**config.mk**
```make
export PLATFORM = sky130hd
export DESIGN_NAME = rmst_core
export DESIGN_NICKNAME = d
export VERILOG_FILES = /design/src/hdl/rmst_pkg.sv /design/src/hdl/rmst_core.sv
export SDC_FILE = /design/constraint.sdc
export NUM_CORES = 1
export LEC_CHECK = 0
export ABC_AREA = 1
export BUFFER_PORTS_ARGS = -buffer_cell sky130_fd_sc_hd__buf_2
export CAP_MARGIN = 20
export CORE_UTILIZATION = 50
export CTS_BUF_LIST = sky130_fd_sc_hd__clkbuf_8
export CTS_CLUSTER_SIZE = 10
export DETAILED_ROUTE_END_ITERATION = 10
export HOLD_SLACK_MARGIN = 0.05
export PLACE_DENSITY_LB_ADDON = 0.3
export REMOVE_ABC_BUFFERS = 1
export SKIP_CTS_REPAIR_TIMING = 1
export SLEW_MARGIN = 20
export SYNTH_ARGS = -nofsm -noshare
export SYNTH_HDL_FRONTEND = slang
export SYNTH_SLANG_ARGS = --single-unit
export TNS_END_PERCENT = 30
```
**constraint.sdc**
```tcl
create_clock -name clk_i -period 16.1 [get_ports clk_i]
set_clock_uncertainty 0.15 [all_clocks]
set_input_delay 3.22 -clock clk_i [delete_from_list [all_inputs] [get_ports clk_i]]
set_output_delay 3.22 -clock clk_i [all_outputs]
set_load 0.02 [all_outputs]
```
**src/hdl/rmst_pkg.sv**
```systemverilog
// Shared types, constants and helpers for the range-minimum segment tree.
// No dependencies; the top level and rmst_core import this package.
`default_nettype none

package rmst_pkg;

  // Tree geometry
  localparam int unsigned LEAVES     = 1024;
  localparam int unsigned LEAF_BITS  = $clog2(LEAVES);
  localparam int unsigned BASE       = 1 << LEAF_BITS;
  localparam int unsigned NODE_DEPTH = 2 * BASE;
  localparam int unsigned NODE_AW    = LEAF_BITS + 1;
  // Open query bounds can reach 2*BASE, one bit past the node address.
  localparam int unsigned BOUND_W    = LEAF_BITS + 2;

  // Field widths
  localparam int unsigned POS_W       = 11;
  localparam int unsigned VAL_W       = 32;
  localparam int unsigned IN_TDATA_W  = ((2 * POS_W + VAL_W + 7) / 8) * 8;
  localparam int unsigned OUT_TDATA_W = ((VAL_W + 7) / 8) * 8;

  localparam logic signed [VAL_W-1:0] NEUTRAL    = VAL_W'(1000000005);
  localparam logic [POS_W-1:0]        LEAVES_POS = POS_W'(LEAVES);

  typedef enum logic {
    MODE_SET   = 1'b0,
    MODE_QUERY = 1'b1
  } mode_e;

  typedef enum logic [2:0] {
    ST_CLR,
    ST_IDLE,
    ST_UPD,
    ST_QRY,
    ST_OUT
  } state_e;

  typedef logic [NODE_AW-1:0]        node_addr_t;
  typedef logic [BOUND_W-1:0]        bound_t;
  typedef logic signed [VAL_W-1:0]   value_t;

  // Request to the two mirrored node memories: one shared write, two reads.
  typedef struct packed {
    logic       we;
    node_addr_t waddr;
    value_t     wdata;
    node_addr_t raddr_a;
    node_addr_t raddr_b;
  } mem_req_t;

  typedef struct packed {
    logic   valid;
    value_t data;
  } res_t;

  function automatic value_t smin(value_t a, value_t b);
    return (a < b) ? a : b;
  endfunction

  // Node index lies inside the tree (not zero, below 2*BASE).
  function automatic logic in_tree(bound_t i);
    return !i[BOUND_W-1] && (i != '0);
  endfunction

endpackage

`default_nettype wire

```
**src/hdl/rmst_core.sv**
```systemverilog
// Sequencer and datapath of the segment tree: clear sweep, leaf-to-root
// update and two-bound query walk over the mirrored node memories. Uses rmst_pkg.
`default_nettype none

module rmst_core (
  input  wire logic                           clk_i,
  input  wire logic                           rst_ni,
  input  wire logic                           in_valid_i,
  output logic                                in_ready_o,
  input  wire rmst_pkg::mode_e                in_mode_i,
  input  wire logic [rmst_pkg::POS_W-1:0]     in_position_i,
  input  wire logic [rmst_pkg::POS_W-1:0]     in_right_end_i,
  input  wire rmst_pkg::value_t               in_new_value_i,
  input  wire rmst_pkg::value_t               rd_a_i,
  input  wire rmst_pkg::value_t               rd_b_i,
  output rmst_pkg::mem_req_t                  mem_req_o,
  output rmst_pkg::res_t                      res_o,
  input  wire logic                           res_ready_i
);
  import rmst_pkg::*;

  state_e     state_q, state_d;
  node_addr_t clr_cnt_q, clr_cnt_d;
  logic       take_a_q, take_a_d;
  logic       take_b_q, take_b_d;
  node_addr_t idx_q, idx_d;
  value_t     cur_q, cur_d;
  bound_t     lo_q, lo_d;
  bound_t     hi_q, hi_d;
  value_t     best_q, best_d;

  logic             in_fire;
  logic             pos_ok;
  logic [POS_W-1:0] q_left, q_right;
  logic             q_empty;
  node_addr_t       leaf_idx, parent;
  bound_t           lo_init, hi_init, lo_nb, hi_nb;
  logic             walk_go;
  value_t           fold_a, fold_b, fold_min, upd_min;

  assign in_fire  = in_valid_i && in_ready_o;
  assign pos_ok   = (in_position_i != '0) && (in_position_i <= LEAVES_POS);
  assign q_left   = (in_position_i == '0) ? POS_W'(1) : in_position_i;
  assign q_right  = (in_right_end_i > LEAVES_POS) ? LEAVES_POS : in_right_end_i;
  assign q_empty  = q_left > q_right;
  assign leaf_idx = NODE_AW'(in_position_i) + NODE_AW'(BASE - 1);
  assign lo_init  = BOUND_W'(q_left) + BOUND_W'(BASE) - BOUND_W'(2);
  assign hi_init  = BOUND_W'(q_right) + BOUND_W'(BASE);

  assign parent   = {1'b0, idx_q[NODE_AW-1:1]};
  assign upd_min  = smin(cur_q, rd_a_i);

  assign lo_nb    = lo_q + BOUND_W'(1);
  assign hi_nb    = hi_q - BOUND_W'(1);
  assign walk_go  = lo_q[BOUND_W-1:1] != hi_q[BOUND_W-1:1];

  // Fold the reads issued in the previous walk step.
  assign fold_a   = take_a_q ? rd_a_i : NEUTRAL;
  assign fold_b   = take_b_q ? rd_b_i : NEUTRAL;
  assign fold_min = smin(best_q, smin(fold_a, fold_b));

  // Next state
  always_comb begin
    state_d = state_q;
    unique case (state_q)
      ST_CLR: begin
        if (&clr_cnt_q) state_d = ST_IDLE;
      end
      ST_IDLE: begin
        if (in_fire) begin
          if (in_mode_i == MODE_SET) begin
            state_d = pos_ok ? ST_UPD : ST_IDLE;
          end else begin
            state_d = q_empty ? ST_OUT : ST_QRY;
          end
        end
      end
      ST_UPD: begin
        if (idx_q[NODE_AW-1:1] == (NODE_AW-1)'(1)) state_d = ST_IDLE;
      end
      ST_QRY: begin
        if (!walk_go) state_d = ST_OUT;
      end
      ST_OUT: begin
        if (res_ready_i) state_d = ST_IDLE;
      end
      default: state_d = ST_IDLE;
    endcase
  end

  // Outputs
  always_comb begin
    in_ready_o = (state_q == ST_IDLE);
    res_o.valid = (state_q == ST_OUT);
    res_o.data  = best_q;
  end

  // Datapath and memory requests
  always_comb begin
    clr_cnt_d = clr_cnt_q;
    take_a_d  = 1'b0;
    take_b_d  = 1'b0;
    idx_d     = idx_q;
    cur_d     = cur_q;
    lo_d      = lo_q;
    hi_d      = hi_q;
    best_d    = best_q;
    mem_req_o = '{we: 1'b0, waddr: '0, wdata: NEUTRAL, raddr_a: '0, raddr_b: '0};
    unique case (state_q)
      ST_CLR: begin
        mem_req_o.we    = 1'b1;
        mem_req_o.waddr = clr_cnt_q;
        clr_cnt_d       = clr_cnt_q + NODE_AW'(1);
      end
      ST_IDLE: begin
        if (in_fire) begin
          if (in_mode_i == MODE_SET) begin
            if (pos_ok) begin
              mem_req_o.we      = 1'b1;
              mem_req_o.waddr   = leaf_idx;
              mem_req_o.wdata   = in_new_value_i;
              mem_req_o.raddr_a = leaf_idx ^ NODE_AW'(1);
              idx_d             = leaf_idx;
              cur_d             = in_new_value_i;
            end
          end else begin
            best_d = NEUTRAL;
            lo_d   = lo_init;
            hi_d   = hi_init;
          end
        end
      end
      ST_UPD: begin
        // Sibling arrives now; write the parent, fetch the parent's sibling.
        mem_req_o.we      = 1'b1;
        mem_req_o.waddr   = parent;
        mem_req_o.wdata   = upd_min;
        mem_req_o.raddr_a = parent ^ NODE_AW'(1);
        cur_d             = upd_min;
        idx_d             = parent;
      end
      ST_QRY: begin
        best_d            = fold_min;
        mem_req_o.raddr_a = lo_nb[NODE_AW-1:0];
        mem_req_o.raddr_b = hi_nb[NODE_AW-1:0];
        take_a_d          = walk_go && !lo_q[0] && in_tree(lo_nb);
        take_b_d          = walk_go && hi_q[0] && in_tree(hi_nb);
        lo_d              = lo_q >> 1;
        hi_d              = hi_q >> 1;
      end
      ST_OUT: begin
      end
      default: begin
      end
    endcase
  end

  always_ff @(posedge clk_i or negedge rst_ni) begin
    if (!rst_ni) begin
      state_q   <= ST_CLR;
      clr_cnt_q <= '0;
      take_a_q  <= 1'b0;
      take_b_q  <= 1'b0;
    end else begin
      state_q   <= state_d;
      clr_cnt_q <= clr_cnt_d;
      take_a_q  <= take_a_d;
      take_b_q  <= take_b_d;
    end
  end

  always_ff @(posedge clk_i) begin
    idx_q  <= idx_d;
    cur_q  <= cur_d;
    lo_q   <= lo_d;
    hi_q   <= hi_d;
    best_q <= best_d;
  end

`ifndef SYNTHESIS
  a_upd_no_collide: assert property (@(posedge clk_i) disable iff (!rst_ni)
    state_q == ST_UPD |-> mem_req_o.waddr != mem_req_o.raddr_a)
    else $error("update writes the node it reads");

  a_bounds_ordered: assert property (@(posedge clk_i) disable iff (!rst_ni)
    state_q == ST_QRY |-> lo_q < hi_q)
    else $error("query bounds crossed");

  a_upd_ends_at_root: assert property (@(posedge clk_i) disable iff (!rst_ni)
    (state_q == ST_UPD && state_d == ST_IDLE) |-> mem_req_o.waddr == NODE_AW'(1))
    else $error("update finished below the root");

  a_take_after_walk: assert property (@(posedge clk_i) disable iff (!rst_ni)
    (take_a_q || take_b_q) |-> $past(state_q) == ST_QRY)
    else $error("fold flag outside the query walk");
`endif

endmodule

`default_nettype wire

```
Yosys cells after proc, flatten, opt, wreduce, memory -nomap -nowiden
Cells that the tools add are included.
{ "word_totals": {"mem_count": 0, "mem_bits_rw": 0, "elab_cells": 104, "ff_bits": 115, "mem_bits_ro": 0, "latchBits": 0} }
{ "classes": {"shift": 0, "addsub": 7, "n_eq_ne": 15, "magnitude_cmp": 6, "n_mul": 0, "n_bitwise": 2, "div": 0, "reduce_logical": 23, "muxes": 42} }
{ "ops": {"columns": ["op", "count"], "rows": [
  ["2-to-1 mux 32 bit", 10],
  ["case mux 32 bit (2 select lines)", 3],
  ["2-to-1 mux 55 bit", 3],
  ["< comparator 32 bit", 3],
  ["2-to-1 mux 11 bit", 6],
  ["2-to-1 mux 12 bit", 4],
  ["case mux 12 bit (2 select lines)", 2],
  ["case mux 12 bit (3 select lines)", 1],
  ["case mux 11 bit (3 select lines)", 1],
  ["adder 11 x 11 -> 12 bit (second input constant)", 2],
  ["nonzero test 12 bit", 2],
  ["case mux 11 bit (2 select lines)", 1],
  ["2-to-1 mux 3 bit", 7],
  ["case mux 3 bit (5 select lines)", 1],
  ["adder 12 x 1 -> 12 bit (second input constant)", 1],
  ["subtractor 12 x 1 -> 12 bit (second input constant)", 1],
  ["subtractor 12 x 2 -> 12 bit (second input constant)", 1],
  ["adder 11 x 1 -> 11 bit (second input constant)", 1],
  ["adder 11 x 10 -> 11 bit (second input constant)", 1],
  ["> comparator 11 bit", 1],
  ["> comparator 11 bit (second input constant)", 1],
  ["<= comparator 11 bit (second input constant)", 1],
  ["logical NOT 11 bit", 1],
  ["!= test 11 bit", 1],
  ["other kinds (18)", 39]
]} }

Depth between registers and ports, before layout
{ "depth": {"depth_word": 7, "depth_mapped": 34, "depth_no_buf": 32} }

Worst setup path before layout
No wires, ideal clock.
{ "synth_timing": {"path_type": "input to output", "startpoint": "input in_position_i[3] in the netlist's numbering", "endpoint": "output mem_req_o[37] in the netlist's numbering", "slack_ns": 6.555, "required_time_ns": 12.730, "n_path_buf": 1, "cell_stages": 9, "arrival_time_ns": 6.175, "cell_sequence": "nor2_1 -> nand2_1 -> o21ai_0 -> nand2_1 -> nor3_1 -> inv_1 -> nand2_1 -> clkbuf_1 -> nand3_1"} }
{ "synth_rtl": {"columns": ["item", "line_no", "text"], "rows": [
  ["start, declared", "rmst_core.sv:11", "input wire logic [rmst_pkg::POS_W-1:0] in_position_i,"],
  ["end, declared", "rmst_core.sv:16", "output rmst_pkg::mem_req_t mem_req_o,"]
]} }

==> qor.csv <==
stage,metric,value,unit
status,outcome,finished clean,
sta,slew_violations,0,
logic_synthesis,synth_warnings,0,
cts,cts_sinks,114,
cts,clk_path_buf_depth,2,
setup_path,cpMaxStageDelayCell,inv_1,
global_routing,overflow,0,
logic_synthesis,ys_dominant_reg_cell,edfxtp_1,
logic_synthesis,synth-seq-cells,114,
sta,setup_ws,6360,ps
sta,setup_viol,0,
floorplan,core_area,0.0183,mm2
cells_and_area,syn2layout_area_growth,17.9,%
cells_and_area,multi_input_area,0.00537,mm2
setup_path,crit_type,in2out,
setup_path,rr_endpoint,best_q[9],
floorplan,die_w,140,um
floorplan,start_util,51.8,%
sta,fmax,103,MHz
detailed_routing,drt-total-wl,26300,um
cells_and_area,fill_cells,1670,
power_and_ir_drop,vdd_drop_max,0.131,mV
floorplan,dieHeight,140,um
placed_design,placed_cell_area,0.0107,mm2
detailed_routing,vias,9146,
cts,cts_buffers,17,
logic_synthesis,synth_cells,1235,
detailed_routing,wl_per_cell,15.7,um
sta,tightest_slew,1020,ps
power_and_ir_drop,powerDensity,182,mW/mm2
sta,fin_crit_sh,60.5,%
sta,rsz0062_at_grt,false,
logic_synthesis,synth-edff-count,98,
cells_and_area,layout_common_cells,"294 x nand2_1, 222 x buf_2, 148 x inv_1",
setup_path,r2r_cells,22,
cells_and_area,seq_area,0.00334,mm2
logic_synthesis,synthArstFlopShare,14.0,%
placed_design,dp_slack,6350,ps
cts,clk_latency,440,ps
setup_path,rrSetupSlack,10190,ps
power_and_ir_drop,p_leak,5.39,nW
setup_path,cp-end-kind,output port,
detailed_routing,firstDrtPassIters,5,
cells_and_area,final_layout_size_suffix_gt1_share,18.8,%
floorplan,ios,223,
cts,clockRootBuffer,clkbuf_8,
placed_design,dp_hpwl,20500,um
setup_path,worstPathArrival,6370,ps
global_routing,grt_pass1_vias,8504,
sta,fin_crit,9740,ps
cts,htreeDepth,4,
logic_synthesis,yosysUniqueCellTypes,44,
logic_synthesis,avgSynthCellArea,7.66,um2
logic_synthesis,mappedNetlistArea,0.00946,mm2
setup_path,crit_chain,buf_2 -> nor2_1 -> nand2_1 -> nor2_1 -> nand3_1 -> nand2_1 -> nor3_1 -> inv_1 -> nand2_2 -> buf_4 -> o211ai_1 -> buf_2,
run,maxCapViolations,0,
floorplan,die_area,0.0195,mm2
min_path,whs_path_depth,1,
logic_synthesis,synth_seq_area_share,35.3,%
cells_and_area,final_common_cell,nand2_1,
min_path,min_from,clr_cnt_q[10],
setup_path,r2r-start,take_b_q,
placed_design,globalplace.congestion,0.964,
global_routing,grt_pass1_wl,41400,um
sta,finalHoldViolCount,0,
global_routing,antenna_found_initial,1,
cells_and_area,nets,1665,
detailed_routing,drc,0,
min_path,min_path_type,reg2reg,
sta,holdWs,319,ps
global_routing,grt_max_degree,71,
setup_path,path_max_fanout,33,
placed_design,port_buffers,222,
setup_path,required,12730,ps
min_path,holdPathEnd,clr_cnt_q[10],
global_routing,track_usage,27.1,%
detailed_routing,drtIter0Drc,551,
sta,slew_headroom,31.7,%
cts,clkTransAtPathRegs,70,ps
setup_path,critPathMaxStageDelay,720,ps
detailed_routing,viasPerCell,5.46,
detailed_routing,antenna_left,0,
cells_and_area,final_area,0.0112,mm2
floorplan,num_rows,49,
cts,cts_tree,done,
setup_path,cp-start-kind,input port,
sta,fin_tns_setup,0,ps
[layer usage]
metal  vias up  wire [um]  global-route usage [%]
li1       4597          -                       -
met1      4155      11200                    34.3
met2       349      12600                    45.9
met3        45       1830                    5.09
met4         0        675                    10.2
met5         -          0                       0
[critical path, delay by kind of cell]
family | cells | cell delay [ps]
simple gates | 7 | 1470
buf+inv | 4 | 1500
compound gates | 1 | 160
[per-stage QoR]
step	total power, mW	instances	util (%)
2_1_floorplan	1.38	1185	-
3_5_place_dp	1.74	1642	58.7
4_1_cts	2.04	1674	61.0
3_3_place_gp	1.69	1642	58.7
5_1_grt	2.22	1674	61.0
6_report	2.03	1675	61.0
[flip-flops by register name, indices dropped and copies added, names as in the netlist]
register	flops
lo_q	12
clr_cnt_q	11
take_b_q	1
hi_q	12
cur_q	32
idx_q	10
state_q	3
best_q	32
take_a_q	1
[logic make-up after synthesis]
| group | count (synthesis) | synth area share (%) |
|---|---|---|
| buffers and inverters | 199 | 8.00 |
| AOI/OAI and AO/OA | 245 | 14.9 |
| adders and majority gates | 110 | 14.6 |
| and+or+nand+nor | 521 | 22.9 |
| xor gates and xnor gates | 46 | 4.26 |
| DFF | 114 | 35.3 |
[final cells by class]
type                    count  share of cell area, %
multi-input cells         922                   48.2
well taps                 229                   2.57
diodes                      1                 0.0224
repair buffers            228                   10.4
flip-flops and latches    114                   30.0
inverters                 149                   5.04
clock inverters            13                   1.50
clock buffers              19                   2.34
[synthesized netlist by cell type (2+ instances only)]
master	n	area, um2
or2_2	3	18.8
xnor2_1	4	35.0
xor2_1	42	368
nor2_1	120	450
nand3_1	46	230
o211ai_1	42	315
nand4_1	17	106
o221ai_1	2	17.5
nand3b_1	3	22.5
dfrtp_1	16	400
nand2_2	3	18.8
edfxtp_1	98	2940
inv_1	144	541
a21o_1	2	15.0
a22oi_1	2	15.0
nand2_1	295	1110
nor4_1	11	68.8
inv_2	3	11.3
clkbuf_1	48	180
o21bai_1	3	22.5
o21ai_1	3	15.0
a21oi_1	50	250
a211oi_1	8	60.1
o22ai_1	2	12.5
ha_1	110	1380
o21ai_0	118	591
nor3_1	18	90.1
o31ai_1	2	15.0
a31oi_1	5	31.3
[report_power, final]
group	switching, mW	total, mW	internal (mW)
clock network	0.121	0.296	0.174
logic	0.815	1.20	0.383
registers	0.0776	0.540	0.462
[how the worst max path moves through the flow]
stage	startpoint	to	slack (ps)
after floorplan	state_q[1]	mem_req_o[51]	6060
after global placement	in_position_i[3]	mem_req_o[51]	6410
after detailed placement	in_position_i[3]	mem_req_o[51]	6350
after CTS	in_position_i[3]	mem_req_o[51]	6340
after global routing	in_position_i[3]	mem_req_o[51]	5970
final	in_position_i[3]	mem_req_o[51]	6360
No activity file was read; power rests on OpenSTA's default activity.
